--- config.mk ---
export PLATFORM = sky130hd
export DESIGN_NAME = serial_motor_command_unit
export DESIGN_NICKNAME = d
export VERILOG_FILES = /design/src/hw/rtl/smcu_pkg.sv /design/src/hw/rtl/serial_motor_command_unit.sv
export VERILOG_INCLUDE_DIRS = /design/src /design/src/hw/rtl
export SDC_FILE = /design/constraint.sdc
export NUM_CORES = 1
export LEC_CHECK = 0
export BUFFER_PORTS_ARGS = -buffer_cell sky130_fd_sc_hd__buf_4
export CAP_MARGIN = 20
export CORE_ASPECT_RATIO = 1.75
export CORE_MARGIN = 3
export CORE_UTILIZATION = 56
export DETAILED_ROUTE_END_ITERATION = 16
export GPL_TIMING_DRIVEN = 0
export PLACE_DENSITY = 0.88
export SYNTH_ARGS = -nofsm -noshare
export SYNTH_HDL_FRONTEND = slang
export SYNTH_SLANG_ARGS = --single-unit
--- constraint.sdc ---
create_clock -name i_clk -period 6.9 [get_ports i_clk]
set_input_delay 1.38 -clock i_clk [delete_from_list [all_inputs] [get_ports i_clk]]
set_output_delay 1.38 -clock i_clk [all_outputs]
set_load 0.01 [all_outputs]
--- src/hw/rtl/serial_motor_command_unit_defines.svh ---
// Assertion macros shared by the RTL.
`ifndef SERIAL_MOTOR_COMMAND_UNIT_DEFINES_SVH
`define SERIAL_MOTOR_COMMAND_UNIT_DEFINES_SVH

// Same-cycle implication, checked outside reset.
`define SMCU_ASSERT_NOW(label, clk, rst_n, ante, cons) \
    label: assert property (@(posedge clk) disable iff (!rst_n) (ante) |-> (cons)) \
        else $error("smcu check failed");

// Next-cycle implication, checked outside reset.
`define SMCU_ASSERT_NEXT(label, clk, rst_n, ante, cons) \
    label: assert property (@(posedge clk) disable iff (!rst_n) (ante) |=> (cons)) \
        else $error("smcu check failed");

`endif

--- src/hw/rtl/smcu_pkg.sv ---
package smcu_pkg;

    localparam int SUM_W = 15;

    typedef logic [1:0] t_req_type;
    localparam t_req_type REQ_BYTE   = 2'd0;
    localparam t_req_type REQ_TICK   = 2'd1;
    localparam t_req_type REQ_SAMPLE = 2'd2;

    typedef logic [1:0] t_cls;
    localparam t_cls CLS_DUTY = 2'd0;
    localparam t_cls CLS_READ = 2'd1;
    localparam t_cls CLS_SET  = 2'd2;
    localparam t_cls CLS_CLR  = 2'd3;

    localparam logic [5:0] CH_A     = 6'd1;
    localparam logic [5:0] CH_B     = 6'd2;
    localparam logic [5:0] CH_RELAY = 6'd3;
    localparam logic [5:0] CH_LAP   = 6'd5;

    typedef logic t_cfg_index;
    localparam t_cfg_index CFG_PRESS   = 1'b0;
    localparam t_cfg_index CFG_RELEASE = 1'b1;

    localparam logic [7:0] PRESS_TICKS_RST   = 8'd198;
    localparam logic [7:0] RELEASE_TICKS_RST = 8'd50;

    typedef enum logic [3:0] {
        PH_IDLE = 4'b0001,
        PH_HIGH = 4'b0010,
        PH_LOW  = 4'b0100,
        PH_ADC  = 4'b1000
    } t_phase;

    typedef struct packed {
        logic [1:0] req_type;
        logic [7:0] rx_byte;
        logic       rx_fault;
        logic       switch_level;
        logic [9:0] adc_sample;
    } t_req;

    typedef struct packed {
        logic        tx_valid;
        logic [7:0]  tx_byte;
        logic        adc_start;
        logic [5:0]  adc_channel;
        logic [15:0] duty_a;
        logic [15:0] duty_b;
        logic        dir_a;
        logic        dir_b;
        logic        relay_state;
        logic        last;
    } t_rsp;

endpackage

--- src/hw/rtl/serial_motor_command_unit.sv ---
// Serial motor command unit. Requests are serial bytes, timer ticks and converter samples;
// each request yields one status response, or two (high byte, then low byte) when it
// completes a lap-count or converter-average reply. A request is taken into an input
// register and decoded from there into a two-deep response register, whose first entry
// drives the response port. Requests with a single response flow at one per clock while
// each response is taken; a request with a reply keeps its low byte in the second entry,
// and no further request is decoded until its high byte has been taken. Configuration is
// always ready.
`include "serial_motor_command_unit_defines.svh"

module serial_motor_command_unit #(
    parameter int ADC_SAMPLES = 20
) (
    input  logic              i_clk,
    input  logic              i_rst_n,
    input  logic              i_req_valid,
    output logic              o_req_ready,
    input  smcu_pkg::t_req    i_req,
    output logic              o_rsp_valid,
    input  logic              i_rsp_ready,
    output smcu_pkg::t_rsp    o_rsp,
    input  logic              i_cfg_valid,
    output logic              o_cfg_ready,
    input  logic              i_cfg_index,
    input  logic [7:0]        i_cfg_data
);
    import smcu_pkg::*;

    localparam int LEFT_W    = $clog2(ADC_SAMPLES + 1);
    localparam int DIV_SHIFT = SUM_W + $clog2(ADC_SAMPLES);
    localparam int DIV_MUL   = ((1 << DIV_SHIFT) + ADC_SAMPLES - 1) / ADC_SAMPLES;
    localparam logic [15:0] DIV_MUL_16 = DIV_MUL[15:0];

    logic [7:0]        r_press_ticks;
    logic [7:0]        r_release_ticks;

    logic              r_in_v;
    t_req              r_in;
    logic              r_out_v;
    t_rsp              r_out;
    logic              r_sec_v;
    t_rsp              r_sec;

    t_phase            r_phase,   n_phase;
    logic [5:0]        r_chan,    n_chan;
    logic [7:0]        r_dhigh,   n_dhigh;
    logic [15:0]       r_duty_a,  n_duty_a;
    logic [15:0]       r_duty_b,  n_duty_b;
    logic              r_dir_a,   n_dir_a;
    logic              r_dir_b,   n_dir_b;
    logic              r_relay,   n_relay;
    logic              r_forward, n_forward;
    logic [15:0]       r_laps,    n_laps;
    logic              r_busy,    n_busy;
    logic              r_armed,   n_armed;
    logic [7:0]        r_run,     n_run;
    logic [SUM_W-1:0]  r_sum,     n_sum;
    logic [LEFT_W-1:0] r_left,    n_left;

    logic              fire;
    logic              pop;
    logic              reply;
    logic              start;
    logic [15:0]       value;
    logic [SUM_W+15:0] prod;
    logic [7:0]        run_inc;
    t_cls              cls;
    logic [5:0]        ch;
    t_rsp              item0;
    t_rsp              item1;

    assign pop         = r_out_v && i_rsp_ready;
    assign fire        = r_in_v && !r_sec_v && (!r_out_v || i_rsp_ready);
    assign o_req_ready = !r_in_v || fire;
    assign o_cfg_ready = 1'b1;
    assign o_rsp_valid = r_out_v;
    assign o_rsp       = r_out;

    assign cls     = r_in.rx_byte[7:6];
    assign ch      = r_in.rx_byte[5:0];
    assign run_inc = (r_run == 8'hff) ? r_run : r_run + 8'd1;
    assign prod    = n_sum * DIV_MUL_16;

    always_comb begin
        n_phase   = r_phase;
        n_chan    = r_chan;
        n_dhigh   = r_dhigh;
        n_duty_a  = r_duty_a;
        n_duty_b  = r_duty_b;
        n_dir_a   = r_dir_a;
        n_dir_b   = r_dir_b;
        n_relay   = r_relay;
        n_forward = r_forward;
        n_laps    = r_laps;
        n_busy    = r_busy;
        n_armed   = r_armed;
        n_run     = r_run;
        n_sum     = r_sum;
        n_left    = r_left;
        reply     = 1'b0;
        start     = 1'b0;
        value     = '0;
        case (r_in.req_type)
            REQ_BYTE: begin
                if (!r_in.rx_fault) begin
                    unique case (r_phase)
                        PH_HIGH: begin
                            n_dhigh = r_in.rx_byte;
                            n_phase = PH_LOW;
                        end
                        PH_LOW: begin
                            if (r_chan == CH_A) n_duty_a = {r_dhigh, r_in.rx_byte};
                            else if (r_chan == CH_B) n_duty_b = {r_dhigh, r_in.rx_byte};
                            n_phase = PH_IDLE;
                        end
                        PH_ADC: begin
                        end
                        default: begin
                            unique case (cls)
                                CLS_DUTY: begin
                                    n_chan  = ch;
                                    n_phase = PH_HIGH;
                                end
                                CLS_READ: begin
                                    if (ch == CH_LAP) begin
                                        reply = 1'b1;
                                        value = r_laps;
                                    end else begin
                                        n_chan  = ch;
                                        n_sum   = '0;
                                        n_left  = LEFT_W'(ADC_SAMPLES);
                                        n_phase = PH_ADC;
                                        start   = 1'b1;
                                    end
                                end
                                default: begin
                                    if (ch == CH_RELAY) begin
                                        n_relay = (cls == CLS_SET);
                                    end else begin
                                        if (ch == CH_A) n_dir_a = (cls == CLS_SET);
                                        if (ch == CH_B) n_dir_b = (cls == CLS_SET);
                                        n_forward = (cls == CLS_CLR);
                                    end
                                end
                            endcase
                        end
                    endcase
                end
            end
            REQ_TICK: begin
                if (r_busy) begin
                    if (!r_in.switch_level) begin
                        n_run = '0;
                    end else if (run_inc >= r_release_ticks) begin
                        n_busy  = 1'b0;
                        n_run   = '0;
                        n_armed = 1'b1;
                    end else begin
                        n_run = run_inc;
                    end
                end else if (r_in.switch_level) begin
                    n_armed = 1'b1;
                    n_run   = '0;
                end else if (r_armed) begin
                    if (run_inc >= r_press_ticks) begin
                        n_laps  = r_forward ? r_laps + 16'd1 : r_laps - 16'd1;
                        n_busy  = 1'b1;
                        n_armed = 1'b0;
                        n_run   = '0;
                    end else begin
                        n_run = run_inc;
                    end
                end
            end
            REQ_SAMPLE: begin
                if (r_phase == PH_ADC) begin
                    n_sum = SUM_W'(r_sum + SUM_W'(r_in.adc_sample));
                    if (r_left != '0) n_left = r_left - LEFT_W'(1);
                    if (r_left <= LEFT_W'(1)) begin
                        reply   = 1'b1;
                        value   = 16'(prod >> DIV_SHIFT);
                        n_phase = PH_IDLE;
                    end
                end
            end
            default: begin
            end
        endcase
    end

    always_comb begin
        item0.tx_valid    = reply;
        item0.tx_byte     = reply ? value[15:8] : 8'd0;
        item0.adc_start   = start;
        item0.adc_channel = n_chan;
        item0.duty_a      = n_duty_a;
        item0.duty_b      = n_duty_b;
        item0.dir_a       = n_dir_a;
        item0.dir_b       = n_dir_b;
        item0.relay_state = n_relay;
        item0.last        = !reply;
        item1             = item0;
        item1.tx_byte     = value[7:0];
        item1.adc_start   = 1'b0;
        item1.last        = 1'b1;
    end

    always_ff @(posedge i_clk) begin
        if (!i_rst_n) begin
            r_press_ticks   <= PRESS_TICKS_RST;
            r_release_ticks <= RELEASE_TICKS_RST;
            r_in_v    <= 1'b0;
            r_out_v   <= 1'b0;
            r_sec_v   <= 1'b0;
            r_phase   <= PH_IDLE;
            r_chan    <= '0;
            r_dhigh   <= '0;
            r_duty_a  <= '0;
            r_duty_b  <= '0;
            r_dir_a   <= 1'b0;
            r_dir_b   <= 1'b0;
            r_relay   <= 1'b0;
            r_forward <= 1'b1;
            r_laps    <= '0;
            r_busy    <= 1'b0;
            r_armed   <= 1'b0;
            r_run     <= '0;
            r_sum     <= '0;
            r_left    <= '0;
        end else begin
            if (i_cfg_valid) begin
                unique case (i_cfg_index)
                    CFG_PRESS:   r_press_ticks   <= i_cfg_data;
                    CFG_RELEASE: r_release_ticks <= i_cfg_data;
                    default: begin
                    end
                endcase
            end
            if (o_req_ready) begin
                r_in_v <= i_req_valid;
                r_in   <= i_req;
            end
            if (fire) begin
                r_out_v   <= 1'b1;
                r_out     <= item0;
                r_sec_v   <= reply;
                r_sec     <= item1;
                r_phase   <= n_phase;
                r_chan    <= n_chan;
                r_dhigh   <= n_dhigh;
                r_duty_a  <= n_duty_a;
                r_duty_b  <= n_duty_b;
                r_dir_a   <= n_dir_a;
                r_dir_b   <= n_dir_b;
                r_relay   <= n_relay;
                r_forward <= n_forward;
                r_laps    <= n_laps;
                r_busy    <= n_busy;
                r_armed   <= n_armed;
                r_run     <= n_run;
                r_sum     <= n_sum;
                r_left    <= n_left;
            end else if (pop) begin
                r_out_v <= r_sec_v;
                r_out   <= r_sec;
                r_sec_v <= 1'b0;
            end
        end
    end

    `SMCU_ASSERT_NOW(a_sec_behind_out, i_clk, i_rst_n, r_sec_v, r_out_v)
    `SMCU_ASSERT_NOW(a_sec_after_high, i_clk, i_rst_n, r_sec_v, r_out.tx_valid && !r_out.last)
    `SMCU_ASSERT_NOW(a_high_has_low, i_clk, i_rst_n, r_out_v && !r_out.last, r_sec_v)
    `SMCU_ASSERT_NOW(a_adc_left, i_clk, i_rst_n, r_phase == PH_ADC, r_left != '0)
    `SMCU_ASSERT_NOW(a_busy_disarmed, i_clk, i_rst_n, r_busy, !r_armed)
    `SMCU_ASSERT_NEXT(a_reply_blocks, i_clk, i_rst_n, fire && reply, !fire)

endmodule
==> results of run 1 <==
## repair_timing
action / in CTS / in global routing
resized for setup: 31 / 29
hold buffers: 0 / 0
setup buffers: 32 / 7
pin swaps: 15 / 33
setup endpoints to repair: 11 / 11
## metal layers
metal  track usage [%]  wire, um  vias up
met5                 0         0        -
met4              20.4      3480        0
met3              3.31      2140      229
met2              48.1     20500      561
met1              25.8     12500     5664
li1                  -         -     5482
## metrics by stage
step	cells	setup slack, ps	TNS [ps]	area, um^2	power [mW]
floorplan	1478	-43.0	-43.0	15000	1.84
global placement	1887	-869	-7360	16000	1.94
detailed placement	1889	-976	-8550	16100	1.96
CTS	1959	-534	-4510	17100	3.13
global route	1967	-986	-9090	17300	3.24
finish	1968	-805	-7230	17300	3.15
## worst max-delay path by stage
| stage | depth (start not counted) | slack [ps] | to | start |
|---|---|---|---|---|
| floorplan | 30 | -40 | r_sec[50]$_DFFE_PP_ | r_sum[0]$_SDFFE_PN0P_ |
| global placement | 25 | -870 | o_rsp[45]$_DFFE_PP_ | r_phase[1]$_SDFFE_PN0P_ |
| detailed placement | 26 | -980 | o_rsp[45]$_DFFE_PP_ | ch[3]$_DFFE_PP_ |
| CTS | 28 | -530 | o_rsp[43]$_DFFE_PP_ | r_in[1]$_DFFE_PP_ |
| global route | 29 | -990 | r_sec[50]$_DFFE_PP_ | r_in[1]$_DFFE_PP_ |
| finish | 29 | -800 | r_sec[50]$_DFFE_PP_ | r_in[1]$_DFFE_PP_ |
## worst max-delay path: cells and delay by family (launching register included)
kind | cells | cell delay [ps]
AO/OA/AOI/OAI | 11 | 2750
buffers and inverters | 5 | 290
adder cells (fa/ha/maj) | 8 | 3180
multiplexers | 1 | 340
flip-flops | 1 | 390
AND/OR/NAND/NOR | 3 | 300
XOR/XNOR | 1 | 160
## state kept, by name (all words and copies together) (netlist names), 14 cells and up
register / cells
o_rsp: 52
r_duty_a: 16
r_duty_b: 16
r_in: 14
r_laps: 16
r_sec: 50
r_sum: 15
## power breakdown
| group | total (mW) | switching [mW] | internal [mW] |
|---|---|---|---|
| combinational | 0.345 | 0.213 | 0.132 |
| sequential | 1.61 | 0.0305 | 1.58 |
| clock | 1.19 | 0.539 | 0.652 |
| total | 3.15 | 0.783 | 2.36 |
## cell families after synthesis
logic type               count (synthesis)  share of synthesized area [%]
XOR/XNOR                                36                           2.13
other                                    1                         0.0253
AO/OA/AOI/OAI                          355                           15.2
multiplexers                            48                           3.26
buffers and inverters                  240                           6.11
adder cells (fa/ha/maj)                216                           21.3
AND/OR/NAND/NOR                        339                           10.8
flip-flops                             243                           41.2
## Yosys cell counts, drive strengths merged (9+ instances only)
library cell  instances  share of area, %
and2                  9              0.38
inv                 185               4.7
nor3                 19              0.68
nand2b               13              0.55
a21oi               142               4.8
fa                   61               8.2
o211ai               18              0.91
edfxtp              124                25
mux2i                46               3.1
nand3                24              0.81
xor2                 12              0.71
o21a                 13              0.71
nor2                114               2.9
o21ai                78               2.6
xnor2                24               1.4
ha                  155                13
dfxtp               119                16
a21o                 16              0.81
nand2               100               2.6
a22o                 24               1.4
and3                 10              0.42
clkbuf               48               1.2
or3                  11              0.50
## area by class of cell
type | count | area, um^2
flip-flops and latches | 243 | 6110
diodes | 1 | 2.50
clock inverters | 6 | 38.8
well taps | 320 | 400
plain buffers | 55 | 215
repair buffers | 131 | 1030
multi-input cells | 995 | 8190
clock buffers | 32 | 648
fillers | 1836 | 8620
inverters | 185 | 697
==> metrics.md, run 1 <==
| Metric | Value |
|---|---|
| Syn-to-layout area delta | `17.0%` |
| Die Ht | `about 220 um` |
| Setup ws final | `-805 ps` |
| R2R cell count | `29` |
| Ys async rst share | `0%` |
| TritonRoute pass-1 iters | `6` |
| Largest net degree at the start of global routing | `34` |
| Pwr dens | `181 nW/um^2` |
| Post-DR wirelength/cell | `between 15 and 20 um` |
| # DRC | `0` |
| CTS Buffer Depth | `3` |
| Synth warn | `0` |
| Hold Path Class | `reg2reg` |
| Routed via count | `11900` |
| Sequential cell area fraction in the yosys report | `about two fifths` |
| Setup Viol. Count Final | `11` |
| Clk slew on worst S/H paths | `70 ps` |
| FF-to-FF Start | `r_in[1]$_DFFE_PP_` |
| Clock latency on the worst-skew pair | `around 530 ps` |
| Failing checks | `negative setup slack` |
| EDFF count, synth | `124` |
| Placer Congestion | `a little under 1` |
| Seq cells post-synth | `243` |
| Global-route wire length before repair | `60.2 mm` |
| Initial antenna violation count | `1` |
| Skew final | `27.3 ps` |
| Worst hold path endpoint | `r_dir_b$_SDFFE_PN0P_` |
| CP arrival | `7980 ps` |
| Worst-Margin Slew | `993 ps` |
| Worst setup EP type | `flop` |
| Worst Hold Slack | `466 ps` |
| H-tree lvl count | `1` |
| Final #Nets | `roughly 1900` |
| Most frequent cells in the layout | `inv_1, ha_1, a21oi_1, buf_4, edfxtp_1` |
| Synth cell types | `74` |
| CP required | `about 7200 ps` |
| Post-Syn Nets | `around 1700` |
| Worst IR Drop VDD | `0.000128 V` |
| Period Utilization, post-route | `112%` |
| Most used DFF post-synth | `edfxtp_1` |
| Critical path class | `reg2reg` |
| Worst hold path depth | `2` |
| RSZ-0062 raised after global routing | `true` |
| Slowest stage delay, CP | `between 500 and 600 ps` |
| Commonest non-fill, non-tap cell in the layout | `inv_1` |
| Layout cells sized above 1 | `15.6%` |
| FF-to-FF End | `r_sec[50]$_DFFE_PP_` |
| Max_slew headroom | `33.2%` |
| Vias in the first global route | `12500` |
| Cell mode on critical path | `inv_2` |
| Avg Cell Area, Syn | `10.0 um^2` |
| Vias per cell | `6.07` |
| Status | `finished with violations` |
| LEAKAGE | `between 8 and 9 nW` |
| Aggregate routed wire length | `38.6 mm` |
| Synth Instances | `1478` |
| Initial Utilization | `57.1%` |
| Root Driver | `clkbuf_16` |
| CTS tree | `built` |
| Port bufs | `89` |
| Iter 0 DRT Violations | `approximately 1000` |
| Fin util | `66.8%` |
| Clk sinks | `243` |
| Final Slew Violations | `0` |
| Post-DP HPWL | `28.3 mm` |
| Tmin final | `a little under 8000 ps` |
| Num CTS Buffers | `21` |
| Hold Path Origin | `r_dir_b$_SDFFE_PN0P_` |
| Die ar. | `28500 um^2` |
| Core area | `between 20000 and 30000 um^2` |
| Reg2reg setup slack | `-800 ps` |
| Antenna-violating nets left | `0` |
| Mapped Area | `14800 um^2` |
| Die X-Extent | `around 130 um` |
| Final hold violations | `0` |
| GRT Util Overall | `26.3%` |
| Max frequency | `130 MHz` |
| Cell Rows | `78` |
| Worst-path maximum fanout | `4` |
| Max Cap Viol | `0` |
| Gr ovfl total | `0` |
| CP max stage cell | `fa_1` |
| Startpoint types | `flop` |
| # IOs | `91` |
(Power assumes the default switching activity.)
==> run 2: changes to the inputs <==
--- a/config.mk
+++ b/config.mk
@@ -6,7 +6,7 @@
 export SDC_FILE = /design/constraint.sdc
 export NUM_CORES = 1
 export LEC_CHECK = 0
-export BUFFER_PORTS_ARGS = -buffer_cell sky130_fd_sc_hd__buf_4
+export BUFFER_PORTS_ARGS = -buffer_cell sky130_fd_sc_hd__buf_2
 export CAP_MARGIN = 20
 export CORE_ASPECT_RATIO = 1.75
 export CORE_MARGIN = 3
==> metrics.md, run 2 (synthesized netlist as in run 1, its figures left out) <==
| Metric | Value |
|---|---|
| Fin util | `65.8% (was 66.8%)` |
| Clk sinks | `243 (unchanged)` |
| Post-Place Worst Slack | `-1060 ps (was -976 ps)` |
| Total negative slack | `-6360 ps (was -7230 ps)` |
| Hold_buf cts | `0 (unchanged)` |
| RSZ-0062 raised after global routing | `true (unchanged)` |
| # IOs | `91 (unchanged)` |
| Aggregate routed wire length | `38.4 mm (was 38.6 mm)` |
| Worst-path maximum fanout | `4 (unchanged)` |
| Slowest stage delay, CP | `560 ps (was 570 ps)` |
| CTS Buffer Depth | `3 (unchanged)` |
| Routed via count | `12000 (was 11900)` |
| Placer Congestion | `0.982 (was 0.972)` |
| Max frequency | `131 MHz (was 130 MHz)` |
| Die X-Extent | `129 um (unchanged)` |
| Status | `finished with violations (unchanged)` |
| Worst IR Drop VDD | `0.000130 V (was 0.000128 V)` |
| Hold Path Origin | `r_release_ticks[2]$_SDFFE_PN0P_ (was r_dir_b$_SDFFE_PN0P_)` |
| Die Ht | `221 um (unchanged)` |
| Global-route wire length before repair | `59.6 mm (was 60.2 mm)` |
| Setup ws final | `-736 ps (was -805 ps)` |
| Worst-Margin Slew | `975 ps (was 993 ps)` |
| Most frequent cells in the layout | `inv_1, ha_1, a21oi_1, edfxtp_1, dfxtp_1 (was inv_1, ha_1, a21oi_1, buf_4, edfxtp_1)` |
| Final hold violations | `0 (unchanged)` |
| Critical path class | `reg2reg (unchanged)` |
| Clk slew on worst S/H paths | `70 ps (about the same)` |
| Antenna diode count | `0 (was 1)` |
| Root Driver | `clkbuf_16 (unchanged)` |
| Startpoint types | `flop (unchanged)` |
| Die ar. | `28500 um^2 (unchanged)` |
| Setup Viol. Count Final | `11 (unchanged)` |
| TritonRoute pass-1 iters | `5 (was 6)` |
| CTS tree | `built (unchanged)` |
| LEAKAGE | `8.12 nW (was 8.20 nW)` |
| Fillcell total | `1857 (was 1836)` |
| Port bufs | `89 (unchanged)` |
| Vias in the first global route | `12300 (was 12500)` |
| Initial Utilization | `57.1% (unchanged)` |
| # DRC | `0 (unchanged)` |
| H-tree lvl count | `1 (unchanged)` |
| Post-DP HPWL | `28.3 mm (about the same)` |
| Clock latency on the worst-skew pair | `530 ps (about the same)` |
| Syn-to-layout area delta | `15.3% (was 17.0%)` |
| Cell Rows | `78 (unchanged)` |
| Worst Hold Slack | `455 ps (was 466 ps)` |
| Fin area | `17100 um^2 (was 17300 um^2)` |
| Num CTS Buffers | `21 (unchanged)` |
| CP required | `7140 ps (was 7170 ps)` |
| Initial antenna violation count | `1 (unchanged)` |
| Worst setup EP type | `flop (unchanged)` |
| Tmin final | `7640 ps (was 7700 ps)` |
| Largest net degree at the start of global routing | `34 (unchanged)` |
| Final Slew Violations | `0 (unchanged)` |
| Pwr dens | `182 nW/um^2 (was 181 nW/um^2)` |
| Failing checks | `negative setup slack (unchanged)` |
| Number of flip-flops in the largest register | `52 (unchanged)` |
| Layout cells sized above 1 | `14.9% (was 15.6%)` |
| Iter 0 DRT Violations | `833 (was 1047)` |
| Total power after layout | `3.11 mW (was 3.15 mW)` |
| Core area | `26000 um^2 (unchanged)` |
| Cells after DPL | `1889 (unchanged)` |
| CP arrival | `7880 ps (was 7980 ps)` |
| Final #Nets | `1883 (was 1884)` |
| Commonest non-fill, non-tap cell in the layout | `inv_1 (unchanged)` |
| DP Area | `15900 um^2 (was 16100 um^2)` |
| CP startpoint | `r_in[1]$_DFFE_PP_ (unchanged)` |
| Vias per cell | `6.11 (was 6.07)` |
| Skew final | `32.6 ps (was 27.3 ps)` |
| Max_slew headroom | `34.4% (was 33.2%)` |
| FF-to-FF Start | `r_in[1]$_DFFE_PP_ (unchanged)` |
| CP max stage cell | `fa_1 (unchanged)` |
| GRT Util Overall | `25.9% (was 26.3%)` |
| Post-DR wirelength/cell | `19.5 um (was 19.6 um)` |
| Period Utilization, post-route | `111% (was 112%)` |
| Max Cap Viol | `0 (unchanged)` |
| Gr ovfl total | `0 (unchanged)` |
| Hold Path Class | `reg2reg (unchanged)` |
| Non-Filler Instances | `1966 (was 1968)` |
| Antenna-violating nets left | `0 (unchanged)` |
-- run 2: cell count changes in the layout (fill, tap and decap cells not counted), moves of 3 or more --
cell      previous run  this run
buf_4              127        37
buf_2                1        90
clkbuf_8             8         1
a21oi_2              9         5
clkinv_1             1         5
a21oi_1            129       132
inv_1              174       177
inv_2               10         7
-- run 2: per-layer routing --
layer  wire length [um]  vias to the layer above  GRT usage (%)
met5                 12                        -              0
met4               3650                        2           19.9
met2              20100                      551           47.3
met1              12600                     5762           25.9
met3               1970                      219           3.12
li1                   -                     5478              -
-- run 2: repair_timing --
item / CTS / global route
cloned: 0 / 0
setup endpoints to repair: 11 / 11
gates resized for setup: 29 / 28
pin swaps: 22 / 32
setup buffers: 20 / 18
-- run 2: critical path, delay by kind of cell, from the launching register on --
family | cells | cell delay, ps
DFF | 1 | 410
xor gates and xnor gates | 1 | 150
and+or+nand+nor | 6 | 840
AOI/OAI and AO/OA | 10 | 2160
buffers and inverters | 6 | 580
adders and majority gates | 8 | 3220
-- run 2: cell type report --
type                            instances  area, um^2  area share (%)
Inverter                              185         697            4.08
Buffer                                 55         215            1.26
Tap cell                              320         400            2.34
Timing Repair Buffer                  130         803            4.70
Clock buffer                           23         543            3.18
Multi-Input combinational cell        995        8210            48.0
Clock inverter                         15         113           0.659
Sequential cell                       243        6110            35.7
-- run 2: final timing paths --
path	cells past startpoint	slack (ps)	endpoint
hold / removal	2	460	r_release_ticks[2]$_SDFFE_PN0P_
setup reg to reg	31	-740	o_rsp[43]$_DFFE_PP_
hold reg to reg	2	460	r_release_ticks[2]$_SDFFE_PN0P_
setup / recovery	31	-740	o_rsp[43]$_DFFE_PP_
-- run 2: where the power goes --
| group | switching, mW | internal, mW |
|---|---|---|
| logic | 0.213 | 0.121 |
| registers | 0.0294 | 1.58 |
| clock network | 0.550 | 0.614 |
